### src/rtl/pcmmix_ram.sv
`default_nettype none

module pcmmix_ram #(
  parameter int WIDTH = 8,
  parameter int DEPTH = 256
) (
  input  wire logic                                   clk,
  input  wire logic                                   wr_en,
  input  wire logic [(DEPTH > 1 ? $clog2(DEPTH) : 1)-1:0] wr_addr,
  input  wire logic [WIDTH-1:0]                       wr_data,
  input  wire logic [(DEPTH > 1 ? $clog2(DEPTH) : 1)-1:0] rd_addr,
  output logic      [WIDTH-1:0]                       rd_data
);

  logic [WIDTH-1:0] mem [DEPTH];

  always_ff @(posedge clk) begin
    if (wr_en) begin
      mem[wr_addr] <= wr_data;
    end
    rd_data <= mem[rd_addr];
  end

endmodule

`default_nettype wire

### config.mk
export PLATFORM = sky130hd
export DESIGN_NAME = pcmmix_ram
export DESIGN_NICKNAME = d
export VERILOG_FILES = /design/src/rtl/pcmmix_ram.sv
export SDC_FILE = /design/constraint.sdc
export NUM_CORES = 2
export LEC_CHECK = 0
export BUFFER_PORTS_ARGS = -buffer_cell sky130_fd_sc_hd__buf_2
export CAP_MARGIN = 40
export CORE_MARGIN = 2
export CORE_UTILIZATION = 25
export DETAILED_ROUTE_END_ITERATION = 7
export PLACE_DENSITY_LB_ADDON = 0.25
export SYNTH_ARGS = -nofsm -noshare
export SYNTH_HDL_FRONTEND = slang
export SYNTH_SLANG_ARGS = --single-unit
### constraint.sdc
create_clock -name clk -period 2.48 [get_ports clk]
set_clock_uncertainty 0.15 [all_clocks]
set_input_delay 0.62 -clock clk [delete_from_list [all_inputs] [get_ports clk]]
set_output_delay 0.62 -clock clk [all_outputs]
set_load 0.01 [all_outputs]
==> flow_summary.toml <==
[outcome]
outcome = "complete, but fails checks"
violations = "setup timing"

[synth]
netlist_area_um2 = 79600
yosysTopAreaCellShare = 0.773
seq_area_frac_synth = 0.775
synth-main-ff-cell = "edfxtp_1"
synth_cell_types = 55
post-synth-top-count-cell = "edfxtp_1"
yosys-top-cells-area = "edfxtp_1 77%, mux4_2 13%, mux2i_1 1.7%"
post_synth.cell_area_avg_um2 = 21.3
synth-seq-cells = 2056
synth_enable_flop_cells = 2048
synth_area_leader_cell = "edfxtp_1"
async_flop_share = 0
synth_common_cells = "2048 x edfxtp_1, 454 x mux4_2, 282 x nor2_1, 134 x mux2i_1, 133 x a22oi_1"
ys_warn_count = 0
synthCells = 3733
syn_nets = 3759

[worst_setup_path]
cp.arrival_ns = 3.08
cp_common_cell = "buf_4"
cp-start-kind = "primary input"
path_class = "in -> reg"
end_kind = "register"
worstPathRequired_ns = 3.06
slowest_delay_ns = 0.50
cp_cell_sequence = "buf_8 -> buf_4 -> or3b_4 -> buf_4 -> o221ai_1 -> a21oi_1 -> a21oi_2 -> nor4_2 -> buf_2 -> buf_4 -> nor4_2"
path_buf_inv = 5
cpLargestDelayFamily = "buffers and inverters"
cp_slowest_cell = "or3b_4"
critPathMaxFanout = 15

[sta]
layout_min_cycle_time_ns = 2.50
slew_headroom = 0.512
slew_viol_final = 0
rsz0062_at_grt = "yes"
worstMarginPinSlew_ns = 0.731
period_share = 1.01
setup_slack_ns = -0.0177
finalSetupViolCount = 1
hold_viol_final = 0
fmax_ghz = 0.400

[placement]
place_congestion = 0.805
hpwlAfterDp_mm = 155
portBuffers = 33
pre_cts_ws_ns = -1.24

[route]
vias = 41000
avgViaCountPerCell = 4.56
drtIter0Drc = 3834
wl_per_cell_um = 25.7
antenna_left = 0
dr.pass1.iters = 5
remaining_drc_errors = 0
detail_route.wirelength_mm = 231

[cts]
clk_latency_ns = 0.87
cts_sinks = 2056
clk_pin_slew_ns = 0.06
root_buffer = "clkbuf_16"
cts-htree-levels = 4
clockBufferDepth = 3
cts_buffers = 218
cts_tree = "done"

[finish]
drive_gt1_frac = 0.364
utilization = 0.313
fill_cells = 30500
syn_to_final_growth_pct = 24.9
fin_nets = 4645

[floorplan]
core.rowCount = 207
dieArea_um2 = 323000
num_io_pins = 34
coreArea_um2 = 317000
die_h_um = 568
start_util = 0.251
fp.dieW_um = 568

[grt]
antenna_found_initial = 22
grt_max_degree = 109
gr-total-overflow = 0
track_usage = 0.141
grt_pass1_vias = 42500
grt_pass1_wl_mm = 327

[pwr]
power.density_nw_per_um2 = 756
ir_drop_v = 0.000793
leakagePower_nw = 31.9
total_power_mw = 75.1

[worst_hold_path]
worstHoldPathType = "in -> reg"

[run]
maxCapViolations = 0
## metal layers
metal | track usage | vias to the layer above | wire (um)
met5 | 0 | - | 0
met4 | 0.0331 | 0 | 5030
met3 | 0.0196 | 309 | 10200
met2 | 0.236 | 974 | 113000
met1 | 0.192 | 22300 | 103000
li1 | - | 17500 | -
## where the power goes
part	switching [mW]	leakage, nW	internal, mW	total (mW)
clock network	13.8	3.45	18.4	32.2
registers	0.0685	18.5	38.3	38.4
logic	2.65	10.0	1.87	4.52
total	16.5	31.9	58.6	75.1
## metrics by stage
stage	hold slack [ns]	instance area, um^2	TNS (ns)	cells
finish	0.0690	99300	-0.0177	8991
global route	0.0304	99300	-0.0141	8989
CTS	0.0000243	98900	-0.163	8980
detailed placement	0.832	91600	-13.25	8566
global placement	0.825	91600	-12.68	8565
floorplan	0.569	79900	-80.82	3733
## flip-flops by register name, summed over array words and instances (netlist names)
| signal | flops |
|---|---|
| mem | 2048 |
| rd_data | 8 |
## placed cells by master (no fill, tap or decap), types with 11 or more instances in the layout
cell type	synthesis	layout
a211oi_1	16	11
a21oi_1	96	92
a22oi_1	133	131
buf_12	8	115
buf_2	31	22
buf_4	27	729
bufinv_16	0	20
clkbuf_1	111	49
clkbuf_16	0	222
clkinv_1	1	51
clkinv_2	0	45
edfxtp_1	2048	2048
mux2i_1	134	134
mux4_2	454	455
nand2_1	33	33
nand3_1	34	28
nor2_1	282	266
nor2_2	0	11
nor2b_1	31	28
nor3_2	0	11
nor4_1	24	12
nor4_2	3	13
o221ai_1	46	43
o22ai_1	28	27
## layout make-up
type | instances | area [um^2] | share of cell area
multi-input combinational | 1442 | 16900 | 0.170
antenna | 3 | 7.51 | 0.0000756
tap | 4180 | 5230 | 0.0526
inverter | 2 | 7.51 | 0.0000756
sequential | 2056 | 61700 | 0.621
timing repair buffer | 899 | 8450 | 0.0851
clock buffer | 271 | 5690 | 0.0573
clock inverter | 138 | 1360 | 0.0137
## cell families after synthesis
logic type	synth area share
flops	0.775
mux	0.146
compound gates	0.0342
buf+inv	0.0183
simple gates	0.0263
## path summary, 6_finish.rpt
path,start,to,slack (ns),cells past startpoint
setup / recovery,rd_addr[1],rd_data[6],-0.02,11
hold / removal,wr_data[4],mem[3][4],0.07,1
setup reg to reg,mem[67][3],rd_data[3],0.05,8
hold reg to reg,mem[40][3],rd_data[3],1.01,8
## timing repair
item | 4_1_cts | 5_1_grt
resized for setup | 29 | 50
setup endpoints to repair | 8 | 8
hold buffers | 5 | 0
endpoints found under the hold margin | 90 | 0
gates cloned | 0 | 4
setup buffers | 0 | 5
pin swaps | 5 | 14
Note: power is estimated with default switching activity, not from simulation.
