### config.mk
export PLATFORM = sky130hd
export DESIGN_NAME = pcmmix_step_div
export DESIGN_NICKNAME = d
export VERILOG_FILES = /design/src/rtl/pcmmix_pkg.sv /design/src/rtl/pcmmix_step_div.sv
export SDC_FILE = /design/constraint.sdc
export NUM_CORES = 1
export LEC_CHECK = 0
export BUFFER_PORTS_ARGS = -buffer_cell sky130_fd_sc_hd__buf_2
export CORE_ASPECT_RATIO = 1.4
export CORE_UTILIZATION = 52
export DETAILED_ROUTE_END_ITERATION = 16
export GPL_TIMING_DRIVEN = 0
export HOLD_SLACK_MARGIN = 0.06
export PLACE_DENSITY = 0.69
export SKIP_CTS_REPAIR_TIMING = 1
export SLEW_MARGIN = 10
export SYNTH_ARGS = -nofsm -noshare
export SYNTH_HDL_FRONTEND = slang
export SYNTH_SLANG_ARGS = --single-unit
export TNS_END_PERCENT = 100
### constraint.sdc
create_clock -name clk -period 11.73 [get_ports clk]
set_input_delay 0.5865 -clock clk [delete_from_list [all_inputs] [get_ports clk]]
set_output_delay 0.5865 -clock clk [all_outputs]
set_load 0.1 [all_outputs]
### src/rtl/pcmmix_pkg.sv
`default_nettype none

package pcmmix_pkg;

  // Operation codes of a request.
  localparam logic [1:0] OP_TICK  = 2'd0;
  localparam logic [1:0] OP_START = 2'd1;
  localparam logic [1:0] OP_WRITE = 2'd2;

  // Field widths fixed by the interface.
  localparam int OP_W        = 2;
  localparam int VOICE_W     = 3;
  localparam int LEVEL_W     = 7;
  localparam int RATE_W      = 16;
  localparam int COUNT_W     = 17;
  localparam int ADDR_W      = 16;
  localparam int BYTE_W      = 8;
  localparam int MASTER_W    = 2;
  localparam int ACTIVE_W    = 8;

  // Fixed-point layout of a voice position.
  localparam int POS_W       = 33;
  localparam int FRAC_BITS   = 16;
  localparam int DIVIDEND_W  = RATE_W + FRAC_BITS;

  localparam logic [COUNT_W-1:0]  MAX_COUNT     = 17'd65536;
  localparam logic [BYTE_W-1:0]   SILENCE       = 8'd128;
  localparam logic [MASTER_W-1:0] MASTER_RESET  = 2'd3;
  localparam int                  SHIFT_BASE    = 7 + 3;
  localparam int                  SAMPLE_MAX    = 255;

  typedef enum logic [2:0] {
    ST_IDLE,
    ST_TICK,
    ST_DRAIN,
    ST_MIX,
    ST_DIV,
    ST_DONE
  } state_t;

endpackage

`default_nettype wire

### src/rtl/pcmmix_step_div.sv
`default_nettype none

// Phase step: a 16.16 rate divided by the fixed output rate. A scaled reciprocal
// gives an estimate that is at most one short; a compare and subtract in the
// next step corrects it.
module pcmmix_step_div #(
  parameter int DIVISOR = 14016,
  parameter int Q_W     = 19
) (
  input  wire logic                                clk,
  input  wire logic                                rst_n,
  input  wire logic                                start,
  input  wire logic [pcmmix_pkg::RATE_W-1:0]       rate,
  output logic                                     busy,
  output logic      [Q_W-1:0]                      quotient
);
  import pcmmix_pkg::*;

  localparam longint RECIP   = (64'd1 << DIVIDEND_W) / DIVISOR;
  localparam int     RECIP_W = $clog2(RECIP + 1);
  localparam int     DIV_W   = $clog2(DIVISOR + 1);

  logic                      busy_r, busy_nxt;
  logic                      fix_r, fix_nxt;
  logic [RATE_W-1:0]         rate_r, rate_nxt;
  logic [Q_W-1:0]            quo_r, quo_nxt;
  logic [RATE_W+RECIP_W-1:0] scaled;
  logic [Q_W+DIV_W-1:0]      back;
  logic [DIVIDEND_W-1:0]     rem;
  logic                      fits;

  assign scaled = rate_r * RECIP_W'(RECIP);
  // The estimate never exceeds the true quotient, so its product fits the dividend.
  assign back   = quo_r * DIV_W'(DIVISOR);
  assign rem    = {rate_r, FRAC_BITS'(0)} - DIVIDEND_W'(back);
  assign fits   = rem >= DIVIDEND_W'(DIVISOR);

  always_comb begin
    busy_nxt = busy_r;
    fix_nxt  = fix_r;
    rate_nxt = rate_r;
    quo_nxt  = quo_r;
    if (start) begin
      busy_nxt = 1'b1;
      fix_nxt  = 1'b0;
      rate_nxt = rate;
    end else if (busy_r && !fix_r) begin
      quo_nxt = Q_W'(scaled >> RATE_W);
      fix_nxt = 1'b1;
    end else if (busy_r) begin
      if (fits) begin
        quo_nxt = quo_r + 1'b1;
      end
      busy_nxt = 1'b0;
    end
  end

  always_ff @(posedge clk) begin
    if (!rst_n) begin
      busy_r <= 1'b0;
    end else begin
      busy_r <= busy_nxt;
    end
  end

  always_ff @(posedge clk) begin
    fix_r  <= fix_nxt;
    rate_r <= rate_nxt;
    quo_r  <= quo_nxt;
  end

  assign busy     = busy_r;
  assign quotient = quo_r;

endmodule

`default_nettype wire

==> flow_summary.toml <==
[floorplan]
io_pins = 39
die_y_um = 160
design.die.area_mm2 = 0.0184
fp.dieW_um = 115
initial_core_util_pct = 53.3
core_area_mm2 = 0.0174
row_count = 57

[placement]
placed_cells = 1260
gp_congestion = 0.882
dp_hpwl_mm = 17.6
dpl_cell_area_mm2 = 0.00978
numPortBuffers = 38

[finish]
final_cell_mix = "208 x inv_1, 194 x ha_1, 110 x fa_1"
final_common_cell = "inv_1"
final.fill_count = 1615
final_cells = 1268
final_nets = 1354
synthToLayoutAreaGrowth_pct = 6.93
antennaDiodeCount = 0
final_area_mm2 = 0.00992
drive_above_1_share_pct = 6.30

[yosys]
syn_inst = 985
synth_edf_count = 35
yosysWarnings = 0
syn_nets = 1308
ys_types = 69
ys_seq_area_share_pct = 11.8
synth_seq_cells = 37
syn_area_mm2 = 0.00928
yosysTopAreaCell = "ha_1"
avgSynthCellArea_um2 = 9.42
synthTopCellsByArea = "ha_1 26%, fa_1 24%, edfxtp_1 11%"
async_reset_ff_share_pct = 0
synth_top_area_share_pct = 26.2
synth-main-ff-cell = "edfxtp_1"

[global_route]
grt_first_pass_wirelength_mm = 34.5
grt_usage_pct = 24.0
grt_max_degree = 20
antenna_found_initial = 0
grt_overflow_total = 0
grt_pass1_vias = 7378

[timing]
final_hold_viol_count = 0
setup_viol_count_final = 0
rsz0062_at_grt = "no"
relSlewSlack_pct = 48.9
finalCriticalPeriod_ps = 8380
tightest_slew_ps = 765
fin_skew_ps = 4.85
fmax_mhz = 119
setup_tns_ps = 0
maxSlewViolCount = 0
post-route-period-util_pct = 71.4

[critical_path]
cpMostUsedCell = "inv_1"
critPathMaxFanout = 10
cp-end-kind = "register"
rr_startpoint = "quotient[0]"
critPathLaunchType = "register"
critPathSlowestCell = "edfxtp_1"
crit_type = "register to register"
cpLargestDelayFamily = "compound AO/OA/AOI/OAI gates"
critPathMaxStageDelay_ps = 600
ff2ff_setup_slack_ps = 3350
r2r-end = "quotient[10]"
cp.required_ps = 11780
arrival_ps = 8430
crit_buf_inv = 6
r2r.worst_path.cells = 29

[clocking]
cts_tree = "done"
cts_buffers = 5
clock_latency_ps = 290
clock-root-buffer = "clkbuf_16"
clk_path_buf_depth = 2
clkSlewWorstSetupHoldPaths_ps = 60
cts_htree_levels = 2
cts.sinks = 37

[min_path]
hp-start = "rate[10]"
min_path_cells = 1
whs_endpoint = "rate_r[10]"
hp-class = "input port to register"

[route]
first_pass_iters = 5
drc_errors = 0
wl_met2_mm = 10.7
antenna_left = 0
wl_met3_um = 542
routed_wl_mm = 20.4
topRoutingLayerUsed = "met4"
first_iter_violations = 278
viasPerCell = 5.47
wl_met1_mm = 8.63
wire_per_inst_um = 16.1
dr_total_vias = 6941

[flow_run]
maxCapViolations = 0

[run_status]
outcome = "finished clean"
-- sequential cells by signal, indices dropped and copies added (netlist names) --
signal,cells
rate_r,16
fix_r,1
busy,1
quotient,19
-- cells by family (layout without fill, tap and decap cells) --
logic type	count (synthesis)	in the layout	share of synthesized area (%)
muxes	1	1	0.108
adders and majority gates	304	304	49.9
DFF	37	37	11.8
AOI/OAI and AO/OA	162	162	11.6
buffers and inverters	217	264	8.79
and+or+nand+nor	195	195	11.3
xor gates and xnor gates	69	69	6.51
-- metrics by stage --
step,hold WS (ps),setup WS (ps),utilization [%]
after floorplan,455,3730,-
after global placement,465,3080,56.1
after detailed placement,481,3350,56.2
after CTS,466,3310,57.0
after global routing,468,2650,57.0
final,471,3350,57.0
-- cell usage after synthesis (2+ instances only) --
library cell / instances
nand2b_1: 8
nor3_1: 22
o221ai_1: 3
dfxtp_1: 2
fa_1: 110
o211ai_1: 2
nor3b_1: 4
o21bai_1: 7
a31oi_1: 7
nand2_1: 45
and3_1: 8
a21oi_1: 44
a311oi_1: 3
o31ai_1: 2
a211oi_1: 4
a2111oi_2: 2
or4_1: 3
clkbuf_1: 7
o2111ai_1: 2
edfxtp_1: 35
and3b_1: 2
xor2_1: 28
ha_1: 194
o311ai_0: 4
nor2_1: 33
o21ai_1: 5
a211o_1: 2
a21o_1: 19
or2_2: 3
nand4_1: 10
o21ai_0: 34
o21a_1: 5
nor2b_1: 14
o21bai_2: 2
o22ai_1: 3
xnor2_1: 41
or3_1: 7
nand3_1: 14
inv_1: 208
nor4_1: 6
nor4b_1: 3
-- layout make-up --
| type | instances | area, µm² | area share [%] |
|---|---|---|---|
| Buffer | 9 | 35.0 | 0.353 |
| Clock buffer | 7 | 133 | 1.34 |
| Clock inverter | 1 | 7.51 | 0.0757 |
| Inverter | 208 | 781 | 7.87 |
| Multi-Input combinational cell | 731 | 7380 | 74.4 |
| Sequential cell | 37 | 1090 | 11.0 |
| Tap cell | 236 | 295 | 2.98 |
| Timing Repair Buffer | 39 | 201 | 2.03 |
-- per-layer routing --
layer | GRT usage, % | vias up
li1 | - | 3432
met1 | 29.1 | 3344
met2 | 44.9 | 131
met3 | 1.56 | 34
met4 | 6.55 | 0
met5 | 0 | -
-- how the worst max path moves through the flow --
| stage | to | cells past startpoint | slack (ps) | start |
|---|---|---|---|---|
| finish | quotient[10] | 29 | 3350 | quotient[0] |
| global route | quotient[10] | 29 | 2650 | quotient[0] |
| detailed placement | quotient[3] | 29 | 3350 | quotient[0] |
| floorplan | quotient[0] | 26 | 3730 | quotient[0] |
| global placement | quotient[18] | 28 | 3080 | quotient[0] |
| CTS | quotient[10] | 29 | 3310 | quotient[0] |
Power is not shown: default switching activity piles up to over one toggle a cycle in this logic, so the estimate is an artifact.
